### config.mk
export PLATFORM = sky130hd
export DESIGN_NAME = baro_temp_pressure_compensation
export DESIGN_NICKNAME = d
export VERILOG_FILES = /design/src/rtl/btpc_pkg.sv /design/src/rtl/baro_temp_pressure_compensation.sv
export SDC_FILE = /design/constraint.sdc
export NUM_CORES = 2
export LEC_CHECK = 0
export ABC_AREA = 1
export BUFFER_PORTS_ARGS = -buffer_cell sky130_fd_sc_hd__buf_4
export CAP_MARGIN = 15
export CORE_MARGIN = 1.5
export CORE_UTILIZATION = 40
export CTS_BUF_LIST = sky130_fd_sc_hd__clkbuf_8
export CTS_CLUSTER_SIZE = 25
export DETAILED_ROUTE_END_ITERATION = 8
export PLACE_DENSITY = 0.54
export SLEW_MARGIN = 30
export SYNTH_ARGS = -nofsm -noshare
export SYNTH_HDL_FRONTEND = slang
export SYNTH_SLANG_ARGS = --single-unit
### constraint.sdc
create_clock -name clk -period 10.9 [get_ports clk]
set_input_delay 3.27 -clock clk [delete_from_list [all_inputs] [get_ports clk]]
set_output_delay 3.27 -clock clk [all_outputs]
set_load 0.02 [all_outputs]
### src/rtl/btpc_pkg.sv
// Package with shared constants and types for the barometric compensation block.
`default_nettype none
package btpc_pkg;
  localparam int unsigned WordW = 32;
  localparam logic [1:0] RegCalA = 2'd0;
  localparam logic [1:0] RegCalB = 2'd1;
  localparam logic [1:0] RegCalC = 2'd2;
  localparam logic [31:0] PressOffset = 32'd4000;
  localparam logic [31:0] PressScale = 32'd50000;
  localparam logic [31:0] SignBit = 32'h8000_0000;
  localparam logic [31:0] HalfRange = 32'd32768;
  localparam logic [31:0] CorrA = 32'd3038;
  localparam logic [31:0] CorrB = 32'hFFFF_E343;  // -7357
  localparam logic [31:0] CorrC = 32'd3791;
  typedef logic [WordW-1:0] word_t;
endpackage
`default_nettype wire

### src/rtl/baro_temp_pressure_compensation.sv
// Top level of the barometric temperature and pressure compensation block.
// One item is taken at a time. A sequencer drives one shared 32x32 multiplier and one
// shared radix-2 divider that resolves one quotient bit per cycle. A temperature item
// passes 3 setup steps, 32 divider steps, the final step and the output load; out_tvalid
// rises and the block is ready again in the same cycle. A pressure item passes 9
// preparation steps, 32 divider steps, 4 correction steps and the output load. A zero
// divisor skips the division, and for pressure also the correction steps. The result
// moves to an output register and the block returns to idle at once. A finished result
// that finds the previous one still not taken waits until that one has left, which
// adds the stall to the item.
`default_nettype none
module baro_temp_pressure_compensation (
  input  wire         clk,
  input  wire         rst_n,
  input  wire         cfg_we,
  input  wire  [1:0]  cfg_addr,
  input  wire  [63:0] cfg_wdata,
  input  wire         in_tvalid,
  output logic        in_tready,
  input  wire  [15:0] in_tdata,   // raw_value[15:0]
  input  wire         in_tuser,   // mode
  output logic        out_tvalid,
  input  wire         out_tready,
  output logic [31:0] out_tdata,  // value[31:0]
  output logic [1:0]  out_tuser   // div_error, kind
);
  localparam logic [4:0] S_IDLE = 5'd0, S_T0 = 5'd1, S_T1 = 5'd2, S_T2 = 5'd3,
    S_TDIV = 5'd4, S_TEND = 5'd5, S_P0 = 5'd6, S_P1 = 5'd7, S_P2 = 5'd8, S_P3 = 5'd9,
    S_P4 = 5'd10, S_P5 = 5'd11, S_P6 = 5'd12, S_P7 = 5'd13, S_P8 = 5'd14, S_PDIV = 5'd15,
    S_P9 = 5'd16, S_P10 = 5'd17, S_P11 = 5'd18, S_P12 = 5'd19, S_OUT = 5'd20;

  logic [63:0] cal_a_r, cal_b_r;
  logic [31:0] cal_c_r;
  btpc_pkg::word_t b5_r, t0_r, t1_r, t2_r, t3_r, b6_r, sq_r, mres_r;
  logic [15:0] raw_r;
  logic mode_r, err_r;
  logic [4:0] st_r;
  logic [5:0] cnt_r;
  // divider state
  btpc_pkg::word_t dq_r, drem_r, dd_r;
  logic dneg_r;

  function automatic btpc_pkg::word_t sx(input logic [15:0] v);
    sx = {{16{v[15]}}, v};
  endfunction
  function automatic btpc_pkg::word_t asr(input btpc_pkg::word_t v, input int s);
    asr = btpc_pkg::word_t'($signed(v) >>> s);
  endfunction

  btpc_pkg::word_t ac1, ac2, ac3, ac4, ac5, ac6, b1, b2, mc, md;
  assign ac1 = sx(cal_a_r[63:48]);
  assign ac2 = sx(cal_a_r[47:32]);
  assign ac3 = sx(cal_a_r[31:16]);
  assign ac4 = {16'd0, cal_a_r[15:0]};
  assign ac5 = {16'd0, cal_b_r[63:48]};
  assign ac6 = {16'd0, cal_b_r[47:32]};
  assign b1 = sx(cal_b_r[31:16]);
  assign b2 = sx(cal_b_r[15:0]);
  assign mc = sx(cal_c_r[31:16]);
  assign md = sx(cal_c_r[15:0]);

  // Temperature divisor X1 + MD.
  btpc_pkg::word_t tden;
  assign tden = t0_r + md;

  // Shared multiplier operands chosen by state; the product is registered.
  btpc_pkg::word_t ma, mb, rawx;
  assign rawx = {16'd0, raw_r};
  always_comb begin
    ma = '0;
    mb = '0;
    case (st_r)
      S_T0: begin ma = rawx - ac6; mb = ac5; end
      S_P0: begin ma = b6_r; mb = b6_r; end
      S_P1: begin ma = b2; mb = sq_r; end
      S_P2: begin ma = ac2; mb = b6_r; end
      S_P3: begin ma = ac3; mb = b6_r; end
      S_P4: begin ma = b1; mb = sq_r; end
      S_P6: begin ma = ac4; mb = t3_r + btpc_pkg::HalfRange; end
      S_P7: begin ma = rawx - t2_r; mb = btpc_pkg::PressScale; end
      S_P10: begin ma = asr(dq_r, 8); mb = asr(dq_r, 8); end
      S_P11: begin ma = mres_r; mb = btpc_pkg::CorrA; end
      S_P12: begin ma = btpc_pkg::CorrB; mb = dq_r; end
      default: begin ma = '0; mb = '0; end
    endcase
  end
  btpc_pkg::word_t prod;
  assign prod = ma * mb;

  // Divider step: restoring, one quotient bit per cycle.
  logic [33:0] dtrial;
  btpc_pkg::word_t dshift;
  assign dshift = {drem_r[30:0], dq_r[31]};
  assign dtrial = {1'b0, drem_r, dq_r[31]} - {2'b00, dd_r};

  always_ff @(posedge clk) begin
    if (!rst_n) begin
      cal_a_r <= '0; cal_b_r <= '0; cal_c_r <= '0; b5_r <= '0;
      st_r <= S_IDLE; out_tvalid <= 1'b0; cnt_r <= '0;
    end else begin
      if (cfg_we) begin
        case (cfg_addr)
          btpc_pkg::RegCalA: cal_a_r <= cfg_wdata;
          btpc_pkg::RegCalB: cal_b_r <= cfg_wdata;
          btpc_pkg::RegCalC: cal_c_r <= cfg_wdata[31:0];
          default: ;
        endcase
      end
      if (out_tvalid && out_tready) out_tvalid <= 1'b0;
      case (st_r)
        S_IDLE: if (in_tvalid && in_tready) begin
          raw_r <= in_tdata; mode_r <= in_tuser; err_r <= 1'b0;
          if (in_tuser) begin
            b6_r <= b5_r - btpc_pkg::PressOffset; st_r <= S_P0;
          end else st_r <= S_T0;
        end
        // Temperature path.
        S_T0: begin mres_r <= prod; st_r <= S_T1; end
        S_T1: begin
          t0_r <= asr(mres_r, 15); t1_r <= mc << 11; st_r <= S_T2;
        end
        S_T2: begin
          if (tden == '0) begin
            err_r <= 1'b1; dq_r <= '0; st_r <= S_TEND;
          end else begin
            // Divide magnitudes; the sign is put back afterward.
            dq_r <= t1_r[31] ? -t1_r : t1_r;
            dd_r <= tden[31] ? -tden : tden;
            dneg_r <= t1_r[31] ^ tden[31];
            drem_r <= '0; cnt_r <= 6'd32; st_r <= S_TDIV;
          end
        end
        S_TDIV, S_PDIV: begin
          if (dtrial[33]) begin drem_r <= dshift; dq_r <= {dq_r[30:0], 1'b0}; end
          else begin drem_r <= dtrial[31:0]; dq_r <= {dq_r[30:0], 1'b1}; end
          cnt_r <= cnt_r - 6'd1;
          if (cnt_r == 6'd1) st_r <= (st_r == S_TDIV) ? S_TEND : S_P9;
        end
        S_TEND: begin
          b5_r <= t0_r + (dneg_r && !err_r ? -dq_r : dq_r);
          mres_r <= err_r ? '0 : asr(t0_r + (dneg_r ? -dq_r : dq_r) + 32'd8, 4);
          st_r <= S_OUT;
        end
        // Pressure path.
        S_P0: begin sq_r <= asr(prod, 12); st_r <= S_P1; end
        S_P1: begin t0_r <= asr(prod, 11); st_r <= S_P2; end
        S_P2: begin
          t2_r <= asr((ac1 << 2) + t0_r + asr(prod, 11) + 32'd2, 2); st_r <= S_P3;
        end
        S_P3: begin t0_r <= asr(prod, 13); st_r <= S_P4; end
        S_P4: begin t1_r <= asr(prod, 16); st_r <= S_P5; end
        S_P5: begin t3_r <= asr(t0_r + t1_r + 32'd2, 2); st_r <= S_P6; end
        S_P6: begin t1_r <= prod >> 15; st_r <= S_P7; end
        S_P7: begin t0_r <= prod; st_r <= S_P8; end
        S_P8: begin
          if (t1_r == '0) begin
            err_r <= 1'b1; mres_r <= '0; st_r <= S_OUT;
          end else begin
            // dneg_r marks the branch that doubles the quotient afterward.
            dneg_r <= (t0_r >= btpc_pkg::SignBit);
            dq_r <= (t0_r >= btpc_pkg::SignBit) ? t0_r : t0_r << 1;
            dd_r <= t1_r; drem_r <= '0; cnt_r <= 6'd32; st_r <= S_PDIV;
          end
        end
        S_P9: begin
          if (dneg_r) dq_r <= dq_r << 1;
          st_r <= S_P10;
        end
        S_P10: begin mres_r <= prod; st_r <= S_P11; end
        S_P11: begin t0_r <= asr(prod, 16); st_r <= S_P12; end
        S_P12: begin
          mres_r <= dq_r + asr(t0_r + asr(prod, 16) + btpc_pkg::CorrC, 4);
          st_r <= S_OUT;
        end
        S_OUT: if (!out_tvalid) begin
          out_tdata <= mres_r; out_tuser <= {err_r, mode_r};
          out_tvalid <= 1'b1; st_r <= S_IDLE;
        end
        default: st_r <= S_IDLE;
      endcase
    end
  end

  // The block takes a new transaction only while idle.
  assign in_tready = (st_r == S_IDLE);

`ifndef SYNTHESIS
  a_busy: assert property (@(posedge clk) disable iff (!rst_n)
    (in_tvalid && in_tready) |=> !in_tready) else $error("took item while busy");
  a_out: assert property (@(posedge clk) disable iff (!rst_n)
    (st_r == S_OUT && !out_tvalid) |=> out_tvalid) else $error("result not shown");
  a_err: assert property (@(posedge clk) disable iff (!rst_n)
    (out_tvalid && out_tuser[1]) |-> out_tdata == '0) else $error("error value nonzero");
`endif
endmodule
`default_nettype wire
## Word level (Yosys, flattened, before mapping)

Cells that the tools add are included.

| storage, ports and cells | value |
|---|---|
| flip-flop bits (word level) | 561 |
| output and inout bits | 36 |
| logic and storage cells | 162 |

| cells by class | value |
|---|---|
| equal/unequal tests | 31 |
| muxes and demuxes | 45 |
| bitwise operators | 2 |
| add/sub/neg operators | 21 |
| reduce and logical (&&, ||, !) cells | 38 |
| multiply operators | 1 |
| magnitude comparators | 1 |

Operators by type and width:

| operator | count |
|---|---|
| 32-bit two-way mux | 15 |
| 32-bit one-hot mux with 11 select lines | 1 |
| 32-bit adder | 8 |
| 32-bit one-hot mux with 4 select lines | 2 |
| 32-bit one-hot mux with 8 select lines | 1 |
| 32-bit one-hot mux with 3 select lines | 2 |
| 32-bit one-hot mux with 5 select lines | 1 |
| 32-bit negation | 3 |
| 5-bit one-hot mux with 19 select lines | 1 |
| 32-bit by 2-bit adder with 32-bit output (second input constant) | 2 |
| 32-bit logical NOT | 2 |
| 32-bit one-hot mux with 2 select lines | 1 |
| 5-bit by 4-bit equality test with 1-bit output (second input constant) | 8 |
| 33-bit by 32-bit subtractor with 34-bit output | 1 |
| 32-bit by 12-bit adder with 32-bit output (second input constant) | 1 |
| 32-bit by 4-bit adder with 32-bit output (second input constant) | 1 |
| 32-bit >= comparator (second input constant) | 1 |
| 32-bit by 32-bit multiplier with 32-bit output | 1 |
| 32-bit by 12-bit subtractor with 32-bit output (second input constant) | 1 |
| 30-bit by 17-bit adder with 31-bit output (second input constant) | 1 |
| 17-bit by 30-bit subtractor with 31-bit output | 1 |
| 5-bit equality test (second input constant) | 5 |
| 5-bit two-way mux | 5 |
| 5-bit by 3-bit equality test with 1-bit output (second input constant) | 4 |
| 31 further kinds | 70 |

## Depth between registers and ports, before layout

| depth | value |
|---|---|
| word-level depth | 8 |
| mapped depth | 76 |
| mapped depth without buffers | 74 |

## Worst setup path after synthesis

OpenSTA, ideal clock, no wires.

| timing path | value |
|---|---|
| path type | flip-flop to flip-flop |
| start | reg t2_r[0] |
| end | reg mres_r[31], data pin |
| slack | -0.962 ns |
| arrival time | 11.608 ns |
| clock period less this slack | 11.862 ns |
| buffers on the path | 1 |
| cell stages (with the launch flop) | 72 |
| path through | edfxtp_1 -> ha_1 -> fa_1 -> inv_1 -> nand3_1 -> nand2_1 -> nand2_1 -> nand2_1 -> nand2_1 -> nand3_1 -> nand3_2 -> clkbuf_1 -> nand2_1 -> inv_1 -> fa_1 -> inv_1 -> fa_1 -> inv_1 -> [36 not listed] -> a21boi_0 -> o21ai_0 -> nand2_1 -> nand2_1 -> nand3_1 -> nand2_1 -> xor2_1 -> ha_1 -> nand2_1 -> nor2_1 -> and2_1 -> a221oi_1 -> o21ai_0 -> xor2_1 -> inv_1 -> nand3_1 -> nand3_1 -> nand2_1 |

| between the ends | value |
|---|---|
| longest elaborated chain between the ends | 7 |

Ends and longest elaborated chain:

| element | RTL line | RTL |
|---|---|---|
| from (decl) | baro_temp_pressure_compensation.sv:34 | `btpc_pkg::word_t b5_r, t0_r, t1_r, t2_r, t3_r, b6_r, sq_r, mres_r;` |
| from (signal assigned) | baro_temp_pressure_compensation.sv:148 | `t2_r <= asr((ac1 << 2) + t0_r + asr(prod, 11) + 32'd2, 2); st_r <= S_P3;` |
| 17-bit by 30-bit subtractor with 31-bit output | baro_temp_pressure_compensation.sv:80 | `S_P7: begin ma = rawx - t2_r; mb = btpc_pkg::PressScale; end` |
| 32-bit one-hot mux with 11 select lines | baro_temp_pressure_compensation.sv:72 | `case (st_r)` |
| 32-bit by 32-bit multiplier with 32-bit output | baro_temp_pressure_compensation.sv:88 | `assign prod = ma * mb;` |
| named net prod[26] | baro_temp_pressure_compensation.sv:87 | `btpc_pkg::word_t prod;` |
| 32-bit adder | baro_temp_pressure_compensation.sv:172 | `mres_r <= dq_r + asr(t0_r + asr(prod, 16) + btpc_pkg::CorrC, 4);` |
| 32-bit by 12-bit adder with 32-bit output | baro_temp_pressure_compensation.sv:172 |  |
| 32-bit adder | baro_temp_pressure_compensation.sv:172 |  |
| 32-bit one-hot mux with 4 select lines | baro_temp_pressure_compensation.sv:110 | `case (st_r)` |
| to (signal assigned) | baro_temp_pressure_compensation.sv:141 | `mres_r <= err_r ? '0 : asr(t0_r + (dneg_r ? -dq_r : dq_r) + 32'd8, 4);` |
| to (signal assigned) | baro_temp_pressure_compensation.sv:172 |  |
| to (decl) | baro_temp_pressure_compensation.sv:34 |  |

The timed path passes the listed nets, and every way through them passes these cells.
A chain may end at the register's enable or synchronous reset.

## Worst setup path in the final report

| timing path | value |
|---|---|
| start | reg raw_r[5] |
| end | reg mres_r[4], data pin |

| between the ends | value |
|---|---|
| longest elaborated chain between the ends | 7 |

Ends and longest elaborated chain:

| element | RTL line | RTL |
|---|---|---|
| from (decl) | baro_temp_pressure_compensation.sv:35 | `logic [15:0] raw_r;` |
| from (signal assigned) | baro_temp_pressure_compensation.sv:112 | `raw_r <= in_tdata; mode_r <= in_tuser; err_r <= 1'b0;` |
| 17-bit by 30-bit subtractor with 31-bit output or 16-bit by 16-bit subtractor with 17-bit output (tied branches) | baro_temp_pressure_compensation.sv:80, baro_temp_pressure_compensation.sv:73 |  |
| 32-bit one-hot mux with 11 select lines (*) | baro_temp_pressure_compensation.sv:72 |  |
| 32-bit by 32-bit multiplier with 32-bit output (*) | baro_temp_pressure_compensation.sv:88 |  |
| named net prod[18] | baro_temp_pressure_compensation.sv:87 |  |
| 32-bit adder (*) | baro_temp_pressure_compensation.sv:172 |  |
| 32-bit by 12-bit adder with 32-bit output (*) | baro_temp_pressure_compensation.sv:172 |  |
| 32-bit adder (*) | baro_temp_pressure_compensation.sv:172 |  |
| 32-bit one-hot mux with 4 select lines (*) | baro_temp_pressure_compensation.sv:110 |  |

The timed path passes the listed nets; every way through them passes the cells marked *.

==> summary.txt <==
Worst setup path
  • Most frequent CP cell: buf_4
  • Worst path required time: 11.43 ns
  • Reg2Reg Depth: 70
  • Crit Path Category: register to register
  • Setup crit start kind: register
  • Critical Path Max Stage Delay: between 0.5 and 0.6 ns
  • Worst-path fanout max: 5
  • Crit-path slowest cell: fa_1
  • Critical path capture point type: register
  • Arrival time at the worst endpoint: 12.61 ns

Cells and area
  • Multi-input logic area: 0.04219 mm^2
  • Area grow syn2layout: 35.03%
  • Fraction of layout cells with a size suffix above 1: 0.2742
  • Total Nets Final: 10217
  • Leading cell types in the layout, fill and taps excluded: 1465 x nand2_1, 1387 x inv_1, 1357 x buf_4
  • Final instance area: ~0.08 mm^2
  • Most common cell after layout, fill and taps aside: nand2_1
  • Layout Cells excl Fill: about 11000
  • # fillers: approximately 14000
  • Final core occ: 0.5460
  • Register Area: 0.01467 mm^2

Yosys
  • Synth top area cells: edfxtp_1 18%, fa_1 15%, ha_1 10%
  • Async S/R FF share, synth: 0
  • Average size of a mapped cell: 7.567 um^2
  • Syn Inst Count: about 8000
  • Synth Cell Area: 0.05914 mm^2
  • Sequential fraction of the synthesis area: 0.2478
  • Main synth FF type: edfxtp_1
  • #FFs+latches synth: 556
  • Cell taking the most area after synthesis: edfxtp_1
  • EDFF count, synth: 352
  • Yosys top cell area share: 0.1787
  • YS warnings: 0
  • Yosys cell types: just over 70
  • Syn Nets: 8843

GRT
  • Global route overflow: 0
  • First-pass GRT wire length: 402000 um
  • Pin count of the biggest net entering global routing: 82
  • Gr usage total: 0.3678
  • Initial antenna violation count: 13
  • Vias in the first global route: 59058

Timing
  • Worst-case clock skew: ~0.074 ns
  • Pins Over Slew Limit: 0
  • Setup violators final: 32
  • Final min period: between 10 and 15 ns
  • Least-Margin Pin Slew: 0.9772 ns
  • Setup ws final: -1.178 ns
  • Period utilization: 1.108
  • Unrepaired setup endpoints after global routing: yes
  • WHS: 0.4219 ns
  • Fin Setup TNS: -24.68 ns
  • Max Fclk: 82.80 MHz
  • Slew margin rel.: 0.3470
  • Final Hold Viols: 0

Clock network
  • CTS Buffer Depth: 3
  • Clk sinks: 556
  • Hold buffers post-CTS: 0
  • Htree depth: 3
  • Clk slew on worst S/H paths: 0.07 ns
  • CTS tree: done
  • Num CTS Buffers: about 110
  • Root Buffer: clkbuf_8
  • Clk Latency, worst-skew pair: 0.88 ns

Floorplanning
  • Die Y: 387.5 um
  • # IOs: between 100 and 150
  • Core Box Area: ~0.15 mm^2
  • Die width: roughly 390 um
  • Initial Util: 0.4044
  • Num rows: 140
  • Die area: 0.1502 mm^2

Power
  • VDD IR max: 0.1968 mV
  • Leak: roughly 39 nW
  • Power per cell area: 228.7 mW/mm^2
  • Overall Power: 18.26 mW

Place
  • Post-DP HPWL: ~230000 um
  • Placed cells: 10798
  • GPL Wtd Cong: 1.040
  • Area after DPL: 0.07138 mm^2
  • # port buffers: 123
  • Place WS: -2.042 ns

Route
  • Via/cell ratio: around 5.4
  • Vias: roughly 60000
  • Final ANT Viol Nets: 0
  • Final WL: 281800 um
  • DRC Markers: 0
  • First-pass detailed-route iteration total: 6
  • Initial drt markers: 5437
  • Drt wl/cell: around 25 um

Outcome
  • Outcome: finished with violations
  • Failing checks: setup timing

Run
  • Max cap viols: 0

Worst hold path
  • HP Class: register to register
  • WHS Path Cells: 0
-- logic make-up (layout without fill, tap and decap cells) --
kind of cell / after synthesis / count (layout) / share of synthesized area
compound gates: 1457 / 1457 / 0.1365
xor+xnor: 298 / 298 / 0.04436
fa+ha+maj: 939 / 939 / 0.2551
buf+inv: 1726 / 3194 / 0.1130
flops: 556 / 556 / 0.2478
other cells: 0 / 2 / 0
simple gates: 2840 / 2840 / 0.2033
-- cell usage after synthesis, types with 17 or more instances --
master,number
nand2_1,1596
inv_1,1442
nor2_1,633
o21ai_0,567
a21oi_1,564
ha_1,494
fa_1,445
edfxtp_1,352
nand3_1,290
xor2_1,208
dfxtp_1,204
clkbuf_1,177
xnor2_1,89
nor3_1,86
nand4_1,72
o22ai_1,39
o21ai_1,31
o211ai_1,30
a31oi_1,29
inv_2,29
nand3b_1,29
o221ai_1,29
or2_2,28
o31ai_1,26
nand2_2,21
a21o_1,19
buf_2,19
buf_1,18
o21bai_1,17
-- worst max-delay path: cells and delay by family, from the launching register on --
kind,cells,cell delay (ns)
AO/OA/AOI/OAI,8,1.43
XOR/XNOR,2,0.39
adder cells (fa/ha/maj),13,5.08
buffers and inverters,33,3.13
flip-flops,1,0.48
AND/OR/NAND/NOR,14,1.29
-- metal layers --
layer,share of wire,vias up,global-route usage
met5,0.00030,-,0
met2,0.45,2521,0.5826
met1,0.41,29029,0.4762
met4,0.064,14,0.1972
met3,0.079,674,0.06701
li1,-,27946,-
-- what timing repair did --
action                     4_1_cts  5_1_grt
buffers inserted               136       78
pin swaps                      230      200
resized for setup              579      391
setup endpoints to repair       43       44
cloned                           1        0
-- layout make-up --
class	instances	share of cell area
clock buffer	120	0.02068
antenna	2	0.00006267
inverter	1481	0.07031
sequential	556	0.1837
timing repair buffer	1509	0.1565
multi-input combinational	5534	0.5283
clock inverter	84	0.01037
tap	1917	0.03003
-- report_power, final --
part | internal (mW) | switching, mW
registers | 2.67 | 0.248
clock network | 1.36 | 1.11
logic | 5.70 | 7.17
total | 9.74 | 8.52
-- registers in the layout (all words and copies together) (netlist names) --
name        flops
cal_a_r        64
cal_b_r        64
b5_r           32
b6_r           32
cal_c_r        32
dd_r           32
dq_r           32
drem_r         32
mres_r         32
out_tdata      32
t0_r           32
t2_r           30
t3_r           30
t1_r           27
sq_r           20
raw_r          16
cnt_r           6
st_r            5
out_tuser       2
dneg_r          1
err_r           1
mode_r          1
out_tvalid      1
-- path summary, 6_finish.rpt --
path,start,slack (ns),end
min reg2reg,mode_r,0.42,out_tuser[0]
max,raw_r[5],-1.18,mres_r[4]
max reg2reg,raw_r[5],-1.18,mres_r[4]
min,mode_r,0.42,out_tuser[0]
No activity file was read; power rests on OpenSTA's default activity.
